--- config.mk ---
export PLATFORM = sky130hd
export DESIGN_NAME = lane_pid_steer_with_stop_latch_core
export DESIGN_NICKNAME = d
export VERILOG_FILES = /design/src/rtl/lps_pkg.sv /design/src/rtl/lps_div.sv /design/src/rtl/lps_mul.sv /design/src/rtl/lane_pid_steer_with_stop_latch_core.sv
export SDC_FILE = /design/constraint.sdc
export NUM_CORES = 2
export LEC_CHECK = 0
export ABC_AREA = 1
export BUFFER_PORTS_ARGS = -buffer_cell sky130_fd_sc_hd__buf_2
export CORE_MARGIN = 2
export CORE_UTILIZATION = 40
export DETAILED_ROUTE_END_ITERATION = 8
export PLACE_DENSITY = 0.62
export SYNTH_ARGS = -nofsm -noshare
export SYNTH_HDL_FRONTEND = slang
export SYNTH_HIERARCHICAL = 1
export SYNTH_SLANG_ARGS = --single-unit
--- constraint.sdc ---
create_clock -name aclk -period 18.28 [get_ports aclk]
set_input_delay 1.828 -clock aclk [delete_from_list [all_inputs] [get_ports aclk]]
set_output_delay 1.828 -clock aclk [all_outputs]
set_load 0.01 [all_outputs]
--- src/rtl/lps_pkg.sv ---
// shared widths, constants and divider handshake types for the lane pid steering core
package lps_pkg;

    // datapath widths
    localparam int DIV_NW = 40;
    localparam int DIV_DW = 20;
    localparam int DIV_CW = 6;
    localparam int MUL_W  = 20;
    localparam int ACC_W  = 60;

    // fixed constants of the control law
    localparam logic [DIV_DW-1:0] US_PER_S   = 20'd1000000;
    localparam logic signed [19:0] ERR_MAX   = 20'sd524287;
    localparam logic signed [19:0] ERR_MIN   = -20'sd524288;
    localparam logic signed [22:0] SUM_LIMIT = 23'sd655360;

    // configuration register indexes
    localparam logic [2:0] REG_GAIN_P    = 3'd0;
    localparam logic [2:0] REG_GAIN_I    = 3'd1;
    localparam logic [2:0] REG_GAIN_D    = 3'd2;
    localparam logic [2:0] REG_MAX_TURN  = 3'd3;
    localparam logic [2:0] REG_CRUISE    = 3'd4;
    localparam logic [2:0] REG_STOP_AREA = 3'd5;
    localparam logic [2:0] REG_FRAME_W   = 3'd6;

    // divider request and response
    typedef struct packed {
        logic              start;
        logic [DIV_NW-1:0] dividend;
        logic [DIV_DW-1:0] divisor;
    } div_req_t;

    typedef struct packed {
        logic              done;
        logic [DIV_NW-1:0] quotient;
    } div_rsp_t;

endpackage

--- src/rtl/lps_div.sv ---
// shared restoring divider, one quotient bit per cycle, rounds half away from zero
module lps_div import lps_pkg::*; (
    input  logic     aclk,
    input  logic     aresetn,
    input  div_req_t req,
    output div_rsp_t rsp
);

    logic [DIV_DW-1:0] rem_reg, rem_next;
    logic [DIV_NW-1:0] quo_reg, quo_next;
    logic [DIV_DW-1:0] dvs_reg, dvs_next;
    logic [DIV_CW-1:0] cnt_reg, cnt_next;
    logic              run_reg, run_next;
    logic              fin_reg, fin_next;
    logic [DIV_DW:0]   rem_sh;
    logic [DIV_DW:0]   rem_sub;
    logic              fits;
    logic              rnd;

    // one trial subtraction
    assign rem_sh  = {rem_reg, quo_reg[DIV_NW-1]};
    assign fits    = rem_sh >= {1'b0, dvs_reg};
    assign rem_sub = rem_sh - {1'b0, dvs_reg};

    always_comb begin
        rem_next = rem_reg;
        quo_next = quo_reg;
        dvs_next = dvs_reg;
        cnt_next = cnt_reg;
        run_next = run_reg;
        fin_next = 1'b0;
        if (req.start) begin
            rem_next = '0;
            quo_next = req.dividend;
            dvs_next = req.divisor;
            cnt_next = DIV_CW'(DIV_NW - 1);
            run_next = 1'b1;
        end else if (run_reg) begin
            rem_next = fits ? rem_sub[DIV_DW-1:0] : rem_sh[DIV_DW-1:0];
            quo_next = {quo_reg[DIV_NW-2:0], fits};
            cnt_next = cnt_reg - 1'b1;
            if (cnt_reg == '0) begin
                run_next = 1'b0;
                fin_next = 1'b1;
            end
        end
    end

    always_ff @(posedge aclk) begin
        if (!aresetn) begin
            run_reg <= 1'b0;
            fin_reg <= 1'b0;
        end else begin
            run_reg <= run_next;
            fin_reg <= fin_next;
        end
        rem_reg <= rem_next;
        quo_reg <= quo_next;
        dvs_reg <= dvs_next;
        cnt_reg <= cnt_next;
    end

    // round up when the remainder is at least half the divisor
    assign rnd          = {rem_reg, 1'b0} >= {1'b0, dvs_reg};
    assign rsp.done     = fin_reg;
    assign rsp.quotient = quo_reg + {{(DIV_NW-1){1'b0}}, rnd};

endmodule

--- src/rtl/lps_mul.sv ---
// shared unsigned multiplier with registered product
module lps_mul import lps_pkg::*; (
    input  logic                 aclk,
    input  logic [MUL_W-1:0]     mul_a,
    input  logic [MUL_W-1:0]     mul_b,
    output logic [2*MUL_W-1:0]   prod_reg
);

    // product register
    always_ff @(posedge aclk) begin
        prod_reg <= mul_a * mul_b;
    end

endmodule

--- src/rtl/lane_pid_steer_with_stop_latch_core.sv ---
// top level: lane pid steering with permanent stop latch, sequencer and datapath
// a halted or zero-dt frame goes from accept straight to the emit state
// a full pid frame uses the shared 40-step divider for error (skipped at zero
// frame width), integral step and derivative, plus the multiply chain
// a new word is accepted only while the sequencer is idle; one result may wait
// in the output register meanwhile; synchronous active-low reset clears state
// and loads the register defaults
module lane_pid_steer_with_stop_latch_core import lps_pkg::*; (
    input  logic        aclk,
    input  logic        aresetn,
    // configuration write port
    input  logic        cfg_we,
    input  logic [2:0]  cfg_addr,
    input  logic [23:0] cfg_wdata,
    // input words
    input  logic        s_tvalid,
    output logic        s_tready,
    input  logic [63:0] s_tdata,   // pylon_area[23:0], cross_x[37:24], elapsed_us[57:38]
    input  logic [1:0]  s_tuser,   // pylon_seen[0], cross_valid[1]
    // result words
    output logic        m_tvalid,
    input  logic        m_tready,
    output logic [31:0] m_tdata,   // speed_cmd[14:0], turn_cmd[30:15]
    output logic        m_tuser    // halted[0]
);

    typedef enum logic [15:0] {
        S_IDLE     = 16'h0001,
        S_ERR_WAIT = 16'h0002,
        S_SUM_MUL  = 16'h0004,
        S_SUM_GO   = 16'h0008,
        S_SUM_WAIT = 16'h0010,
        S_DER_MUL  = 16'h0020,
        S_DER_GO   = 16'h0040,
        S_DER_WAIT = 16'h0080,
        S_ACC_P    = 16'h0100,
        S_ACC_I    = 16'h0200,
        S_ACC_DLO  = 16'h0400,
        S_ACC_DHI  = 16'h0800,
        S_ACC_END  = 16'h1000,
        S_ABS      = 16'h2000,
        S_FINAL    = 16'h4000,
        S_EMIT     = 16'h8000
    } state_t;

    state_t state_reg, state_next;

    // configuration registers
    logic [15:0] gain_p_reg, gain_i_reg, gain_d_reg;
    logic [14:0] max_turn_reg, cruise_reg;
    logic [23:0] stop_area_reg;
    logic [12:0] frame_w_reg;

    // controller state
    logic               stop_reg, stop_next;
    logic               have_reg, have_next;
    logic [13:0]        hx_reg, hx_next;
    logic signed [19:0] prev_reg, prev_next;
    logic signed [21:0] sum_reg, sum_next;

    // working registers
    logic [19:0]        us_reg, us_next;
    logic               nneg_reg, nneg_next;
    logic signed [19:0] err_reg, err_next;
    logic [39:0]        dmag_reg, dmag_next;
    logic               dneg_reg, dneg_next;
    logic signed [ACC_W-1:0] acc_reg, acc_next;
    logic [ACC_W-1:0]   amag_reg, amag_next;
    logic               aneg_reg, aneg_next;

    // pending result and output register
    logic [14:0]        res_speed_reg, res_speed_next;
    logic [15:0]        res_turn_reg, res_turn_next;
    logic               res_halt_reg, res_halt_next;
    logic               out_valid_reg, out_valid_next;
    logic [14:0]        out_speed_reg, out_speed_next;
    logic [15:0]        out_turn_reg, out_turn_next;
    logic               out_halt_reg, out_halt_next;

    // input fields
    logic        in_seen, in_cvalid;
    logic [23:0] in_area;
    logic [13:0] in_cx;
    logic [19:0] in_us;
    logic        accept;

    assign in_area   = s_tdata[23:0];
    assign in_cx     = s_tdata[37:24];
    assign in_us     = s_tdata[57:38];
    assign in_seen   = s_tuser[0];
    assign in_cvalid = s_tuser[1];
    assign s_tready  = (state_reg == S_IDLE);
    assign accept    = s_tvalid && s_tready;

    // shared units
    div_req_t           div_req;
    div_rsp_t           div_rsp;
    logic [MUL_W-1:0]   mul_a, mul_b;
    logic [2*MUL_W-1:0] prod_reg;

    lps_div u_div (
        .aclk    (aclk),
        .aresetn (aresetn),
        .req     (div_req),
        .rsp     (div_rsp)
    );

    lps_mul u_mul (
        .aclk     (aclk),
        .mul_a    (mul_a),
        .mul_b    (mul_b),
        .prod_reg (prod_reg)
    );

    // offset numerator from the image center
    logic [13:0]        hx_eff;
    logic signed [15:0] ndiff;
    logic [15:0]        nmag;
    assign hx_eff = in_cvalid ? in_cx : hx_reg;
    assign ndiff  = $signed({1'b0, hx_eff, 1'b0}) - $signed({3'b000, frame_w_reg});
    assign nmag   = ndiff[15] ? 16'(-ndiff) : 16'(ndiff);

    // magnitudes fed to the multiplier
    logic [19:0]        err_mag;
    logic signed [20:0] ediff;
    logic [19:0]        ediff_mag;
    logic [21:0]        sum_abs;
    assign err_mag   = err_reg[19] ? 20'(-err_reg) : 20'(err_reg);
    assign ediff     = 21'(err_reg) - 21'(prev_reg);
    assign ediff_mag = ediff[20] ? 20'(-ediff) : ediff[19:0];
    assign sum_abs   = sum_reg[21] ? 22'(-sum_reg) : 22'(sum_reg);

    // integral step and clamp
    logic signed [22:0] sum_step, sum_raw;
    assign sum_step = $signed({3'b000, div_rsp.quotient[19:0]});
    assign sum_raw  = err_reg[19] ? 23'(sum_reg) - sum_step : 23'(sum_reg) + sum_step;

    // accumulator add or subtract of the current product
    logic [ACC_W-1:0] acc_term;
    logic             acc_neg;
    logic signed [ACC_W-1:0] acc_sum;
    assign acc_sum = acc_neg ? acc_reg - $signed(acc_term) : acc_reg + $signed(acc_term);

    // rounding to Q4.12 and turn clamp
    logic [ACC_W-1:0] amag_rnd;
    logic [ACC_W-17:0] turn_q;
    logic [14:0]      turn_mag;
    assign amag_rnd = amag_reg + ACC_W'(32768);
    assign turn_q   = amag_rnd[ACC_W-1:16];
    assign turn_mag = (turn_q > (ACC_W-16)'(max_turn_reg)) ? max_turn_reg : turn_q[14:0];

    // sequencer and datapath
    always_comb begin
        state_next     = state_reg;
        stop_next      = stop_reg;
        have_next      = have_reg;
        hx_next        = hx_reg;
        prev_next      = prev_reg;
        sum_next       = sum_reg;
        us_next        = us_reg;
        nneg_next      = nneg_reg;
        err_next       = err_reg;
        dmag_next      = dmag_reg;
        dneg_next      = dneg_reg;
        acc_next       = acc_reg;
        amag_next      = amag_reg;
        aneg_next      = aneg_reg;
        res_speed_next = res_speed_reg;
        res_turn_next  = res_turn_reg;
        res_halt_next  = res_halt_reg;
        div_req        = '0;
        mul_a          = '0;
        mul_b          = '0;
        acc_term       = '0;
        acc_neg        = 1'b0;

        case (state_reg)
            S_IDLE: begin
                if (accept) begin
                    if (stop_reg || (in_seen && (in_area >= stop_area_reg))) begin
                        stop_next      = 1'b1;
                        res_speed_next = '0;
                        res_turn_next  = '0;
                        res_halt_next  = 1'b1;
                        state_next     = S_EMIT;
                    end else begin
                        if (in_cvalid) begin
                            hx_next   = in_cx;
                            have_next = 1'b1;
                        end
                        if (have_reg || in_cvalid) begin
                            us_next   = in_us;
                            nneg_next = ndiff[15];
                            if (in_us == '0) begin
                                res_speed_next = cruise_reg;
                                res_turn_next  = '0;
                                res_halt_next  = 1'b0;
                                state_next     = S_EMIT;
                            end else if (frame_w_reg == '0) begin
                                // no width: positive limit unless x is at zero
                                err_next   = (hx_eff != '0) ? ERR_MAX : '0;
                                state_next = S_SUM_MUL;
                            end else begin
                                div_req.start    = 1'b1;
                                div_req.dividend = DIV_NW'({nmag[14:0], 16'h0000});
                                div_req.divisor  = DIV_DW'(frame_w_reg);
                                state_next       = S_ERR_WAIT;
                            end
                        end
                    end
                end
            end
            S_ERR_WAIT: begin
                if (div_rsp.done) begin
                    if (nneg_reg) begin
                        err_next = (div_rsp.quotient > DIV_NW'(524288)) ? ERR_MIN
                                 : 20'(-div_rsp.quotient[19:0]);
                    end else begin
                        err_next = (div_rsp.quotient > DIV_NW'(524287)) ? ERR_MAX
                                 : $signed(div_rsp.quotient[19:0]);
                    end
                    state_next = S_SUM_MUL;
                end
            end
            S_SUM_MUL: begin
                mul_a      = err_mag;
                mul_b      = us_reg;
                state_next = S_SUM_GO;
            end
            S_SUM_GO: begin
                div_req.start    = 1'b1;
                div_req.dividend = prod_reg;
                div_req.divisor  = US_PER_S;
                state_next       = S_SUM_WAIT;
            end
            S_SUM_WAIT: begin
                if (div_rsp.done) begin
                    if (sum_raw > SUM_LIMIT) begin
                        sum_next = 22'(SUM_LIMIT);
                    end else if (sum_raw < -SUM_LIMIT) begin
                        sum_next = 22'(-SUM_LIMIT);
                    end else begin
                        sum_next = sum_raw[21:0];
                    end
                    state_next = S_DER_MUL;
                end
            end
            S_DER_MUL: begin
                mul_a      = ediff_mag;
                mul_b      = US_PER_S;
                state_next = S_DER_GO;
            end
            S_DER_GO: begin
                div_req.start    = 1'b1;
                div_req.dividend = prod_reg;
                div_req.divisor  = us_reg;
                state_next       = S_DER_WAIT;
            end
            S_DER_WAIT: begin
                if (div_rsp.done) begin
                    dmag_next  = div_rsp.quotient;
                    dneg_next  = ediff[20];
                    state_next = S_ACC_P;
                end
            end
            S_ACC_P: begin
                mul_a      = MUL_W'(gain_p_reg);
                mul_b      = err_mag;
                acc_next   = '0;
                state_next = S_ACC_I;
            end
            S_ACC_I: begin
                mul_a      = MUL_W'(gain_i_reg);
                mul_b      = sum_abs[19:0];
                acc_term   = ACC_W'(prod_reg);
                acc_neg    = err_reg[19];
                acc_next   = acc_sum;
                state_next = S_ACC_DLO;
            end
            S_ACC_DLO: begin
                mul_a      = MUL_W'(gain_d_reg);
                mul_b      = dmag_reg[19:0];
                acc_term   = ACC_W'(prod_reg);
                acc_neg    = sum_reg[21];
                acc_next   = acc_sum;
                state_next = S_ACC_DHI;
            end
            S_ACC_DHI: begin
                mul_a      = MUL_W'(gain_d_reg);
                mul_b      = dmag_reg[39:20];
                acc_term   = ACC_W'(prod_reg);
                acc_neg    = dneg_reg;
                acc_next   = acc_sum;
                state_next = S_ACC_END;
            end
            S_ACC_END: begin
                acc_term   = ACC_W'({prod_reg, 20'h00000});
                acc_neg    = dneg_reg;
                acc_next   = acc_sum;
                state_next = S_ABS;
            end
            S_ABS: begin
                aneg_next  = acc_reg[ACC_W-1];
                amag_next  = acc_reg[ACC_W-1] ? ACC_W'(-acc_reg) : ACC_W'(acc_reg);
                state_next = S_FINAL;
            end
            S_FINAL: begin
                // turn is the negated pid output
                res_turn_next  = aneg_reg ? {1'b0, turn_mag} : 16'(-{1'b0, turn_mag});
                res_speed_next = cruise_reg;
                res_halt_next  = 1'b0;
                prev_next      = err_reg;
                state_next     = S_EMIT;
            end
            S_EMIT: begin
                if (!out_valid_reg || m_tready) begin
                    state_next = S_IDLE;
                end
            end
            default: begin
                state_next = S_IDLE;
            end
        endcase
    end

    // output register
    always_comb begin
        out_valid_next = out_valid_reg;
        out_speed_next = out_speed_reg;
        out_turn_next  = out_turn_reg;
        out_halt_next  = out_halt_reg;
        if (out_valid_reg && m_tready) begin
            out_valid_next = 1'b0;
        end
        if ((state_reg == S_EMIT) && (!out_valid_reg || m_tready)) begin
            out_valid_next = 1'b1;
            out_speed_next = res_speed_reg;
            out_turn_next  = res_turn_reg;
            out_halt_next  = res_halt_reg;
        end
    end

    assign m_tvalid = out_valid_reg;
    assign m_tdata  = {1'b0, out_turn_reg, out_speed_reg};
    assign m_tuser  = out_halt_reg;

    // control state and configuration
    always_ff @(posedge aclk) begin
        if (!aresetn) begin
            state_reg     <= S_IDLE;
            stop_reg      <= 1'b0;
            have_reg      <= 1'b0;
            hx_reg        <= '0;
            prev_reg      <= '0;
            sum_reg       <= '0;
            out_valid_reg <= 1'b0;
            gain_p_reg    <= 16'd4096;
            gain_i_reg    <= 16'd410;
            gain_d_reg    <= 16'd205;
            max_turn_reg  <= 15'd4096;
            cruise_reg    <= 15'd4096;
            stop_area_reg <= 24'd10000;
            frame_w_reg   <= 13'd640;
        end else begin
            state_reg     <= state_next;
            stop_reg      <= stop_next;
            have_reg      <= have_next;
            hx_reg        <= hx_next;
            prev_reg      <= prev_next;
            sum_reg       <= sum_next;
            out_valid_reg <= out_valid_next;
            if (cfg_we) begin
                case (cfg_addr)
                    REG_GAIN_P:    gain_p_reg    <= cfg_wdata[15:0];
                    REG_GAIN_I:    gain_i_reg    <= cfg_wdata[15:0];
                    REG_GAIN_D:    gain_d_reg    <= cfg_wdata[15:0];
                    REG_MAX_TURN:  max_turn_reg  <= cfg_wdata[14:0];
                    REG_CRUISE:    cruise_reg    <= cfg_wdata[14:0];
                    REG_STOP_AREA: stop_area_reg <= cfg_wdata[23:0];
                    REG_FRAME_W:   frame_w_reg   <= cfg_wdata[12:0];
                    default: begin
                    end
                endcase
            end
        end
    end

    // payload registers
    always_ff @(posedge aclk) begin
        us_reg        <= us_next;
        nneg_reg      <= nneg_next;
        err_reg       <= err_next;
        dmag_reg      <= dmag_next;
        dneg_reg      <= dneg_next;
        acc_reg       <= acc_next;
        amag_reg      <= amag_next;
        aneg_reg      <= aneg_next;
        res_speed_reg <= res_speed_next;
        res_turn_reg  <= res_turn_next;
        res_halt_reg  <= res_halt_next;
        out_speed_reg <= out_speed_next;
        out_turn_reg  <= out_turn_next;
        out_halt_reg  <= out_halt_next;
    end

endmodule
==> results.md <==
- Status: completed
- Yosys top cell area share: approximately 17%
- GRT met3 Usage: about 2.0%
- Fin Clk Skew: around 0.035 ns
- DR DRC count: 0
- Height of the die: 370 um
- Slew @ Worst Pin: 1.19 ns
- Via count: ~48,000
- Post-Synth XOR/XNOR Area: 5.01%
- TritonCTS buffer count: 60
- Hold Slack: 0.420 ns
- Syn Area/Cell: 7.22 um^2
- Area contributors post-synth: edfxtp_1 17%, nand2_1 12%, fa_1 12%, inv_1 9.8%, dfxtp_1 9.6%
- Complex-gate fraction of the synthesized area: between 10% and 20%
- Setup Buffers After CTS: 0
- Met2 Usage GRT: 42.3%
- Die Area: between 0.1 and 0.15 mm^2
- Synth Area in Adders: roughly a fifth
- Critical path peak fanout: 21
- WP depth: 35
- R2r startpoint: state_reg[10]$_SDFFE_PN0P_
- Root buffer cell: clkbuf_16
- Dpl hpwl: 136,000 um
- CP bufs+invs: 11
- Setup crit start: state_reg[10]$_SDFFE_PN0P_
- F_max: 101 MHz
- Largest family of logic cells by synthesized area: simple AND/OR/NAND/NOR gates
- Worst reg2reg path depth: 35
- Core Area: 0.133 mm^2
- Post-synth cell types: 68
- Most used DFF post-synth: edfxtp_1
- Cell mode on critical path: inv_1
- Iteration-0 DRC Markers: 4,068
- Asr flop ratio synth: 0%
- Via-to-Cell Ratio: 5.18
- WS Path Type: reg -> reg
- Pin count of the biggest net entering global routing: 110
- Post-synthesis mux area share: 0%
- Max reg flops: 60
- Initial antenna violation count: 4
- Slew Limit Fails: 0
- CTS H-Tree Depth: 2
- Setup Viol. Count Final: 0
- Simple-Gate Fraction of Synth Area: 24.8%
- Area Growth Syn to Fin: 8.84%
- Fill cells: around 14,000
- Initial Util: a little over 40%
- Layout cells sized above 1: 5.98%
- Final hold viol count: 0
- P_leak: 28.7 nW
- Vias in the first global route: 46,800
- # hold bufs at CTS: 0
- Signal arrival time at the worst endpoint: 10.40 ns
- DRT Pass-1 Iters: 7
- Clk slew on worst S/H paths: ~0.070 ns
- M1 GR Usage: 32.8%
- Top cell family by delay on the critical path: adder cells
- Highest-delay cell along the critical path: inv_1
- Port bufs: 125
- First-pass GRT wire length: 265,000 um
- Clock latency on the worst-skew pair: between 0.6 and 0.7 ns
- Post-cts sizing count: 0
- Crit path time final: 9.86 ns
- Syn Inst Count: 7,431
- Worst endpoint required time: around 19 ns
- Post-Syn Nets: 8,188
- Yosys reg bits: 570
- Slew HR: 20.4%
- Final nets: about 8,000
- Post-synth EDFFs: 312
- Worst setup SP type: flop
- Hold Crit Class: reg -> reg
- FF-to-FF setup slack: 8.42 ns
- Num ports: between 100 and 150
- Critical Path Max Stage Delay: 1.05 ns
- Pwr Density: between 60 and 70 mW/mm^2
- Site Rows: around 130
- Count leader, synth: nand2_1
- Total routed wirelength: 170,000 um
- Synth Cell Area: 0.0536 mm^2
- MaxCap Viol Count: 0
- Seq/Total Area, Yosys: ~27%
- R2R Path End: u_mul/prod_reg[30]$_DFF_P_
- Worst Setup EP: u_mul/prod_reg[30]$_DFF_P_
- Routability-driven placement congestion ratio: 1.00
- Top Usage Layer GRT: met2
- Overflow after GRT: 0
- WL per Instance: 18.3 um
- Die extent in x: approximately 370 um
- Critical Path Sink Type: flop
- Gr usage total: between 20% and 30%
- Worst VDD drop: 0.0000869 V
- Antenna viol nets, final: 0
- RSZ-0062 raised after global routing: no
- Setup TNS: 0 ns
- Largest area contributor in the netlist: edfxtp_1
- YS warnings: 6
- Final Cycle Share: 53.9%
- Post-synth top cells: 1,774 x nand2_1, 1,394 x inv_1, 748 x nor2_1
- Clock buffer depth: 3
- Clk sinks: 570
- CTS tree: yes
## placed cells by master (no fill, tap or decap), drive strengths merged, types with 192 or more instances in the layout
cell and instances:
ha 334, xor2 218, dfxtp 258, o21ai 439, a21oi 413, nand2 1797, nor2 787, nand3 241
edfxtp 312, inv 1413, fa 325, buf 192
## where the power goes
group	switching [W]	internal (W)	total, W
Clock	0.000589	0.000743	0.00133
Sequential	0.0000750	0.00154	0.00161
Combinational	0.000796	0.000281	0.00108
Total	0.00146	0.00256	0.00402
## kinds of logic (layout without fill, tap and decap cells)
group                    count (synthesis)  count (layout)
other                                    1               3
flip-flops                             570             570
XOR/XNOR                               307             307
AO/OA/AOI/OAI                         1106            1106
AND/OR/NAND/NOR                       3156            3156
adder cells (fa/ha/maj)                659             659
buffers and inverters                 1632            1715
## how the worst min path moves through the flow
stage                               start  slack, ns  cells past startpoint                          to
3_3_place_gp   res_speed_reg[7]$_DFFE_PP_       0.40                      0  out_speed_reg[7]$_DFFE_PP_
5_1_grt        res_speed_reg[5]$_DFFE_PP_       0.42                      0  out_speed_reg[5]$_DFFE_PP_
6_report       res_speed_reg[8]$_DFFE_PP_       0.42                      0  out_speed_reg[8]$_DFFE_PP_
4_1_cts        res_speed_reg[8]$_DFFE_PP_       0.42                      0  out_speed_reg[8]$_DFFE_PP_
2_1_floorplan  res_halt_reg$_SDFFCE_PP0P_       0.40                      0           m_tuser$_DFFE_PP_
3_5_place_dp   res_speed_reg[8]$_DFFE_PP_       0.40                      0  out_speed_reg[8]$_DFFE_PP_
## through the flow
stage	instance area [um^2]	worst slack (ns)	instances	util (%)	power, W
floorplan	53600	10.04	7431	-	0.00231
global placement	56200	8.61	9168	42.2	0.00268
detailed placement	56200	8.63	9168	42.2	0.00270
CTS	58400	8.54	9282	43.8	0.00403
global route	58400	7.81	9283	43.8	0.00421
finish	58400	8.42	9284	43.8	0.00402
## layout make-up
cell class                      instances  area (um^2)  share of cell area [%]
Multi-Input combinational cell       5229        33100                    56.7
Sequential cell                       570        14500                    24.9
Clock inverter                         45          528                   0.905
Antenna cell                            2         5.00                 0.00857
Tap cell                             1768         2210                    3.79
Clock buffer                           69         1600                    2.74
Timing Repair Buffer                  192         1130                    1.94
Inverter                             1409         5290                    9.06
## layer usage
metal | up-vias | wire (um)
li1 | 23600 | -
met1 | 22900 | 74300
met2 | 1376 | 80900
met3 | 239 | 9490
met4 | 0 | 5100
met5 | - | 0
Note: power is estimated with default switching activity, not from simulation.
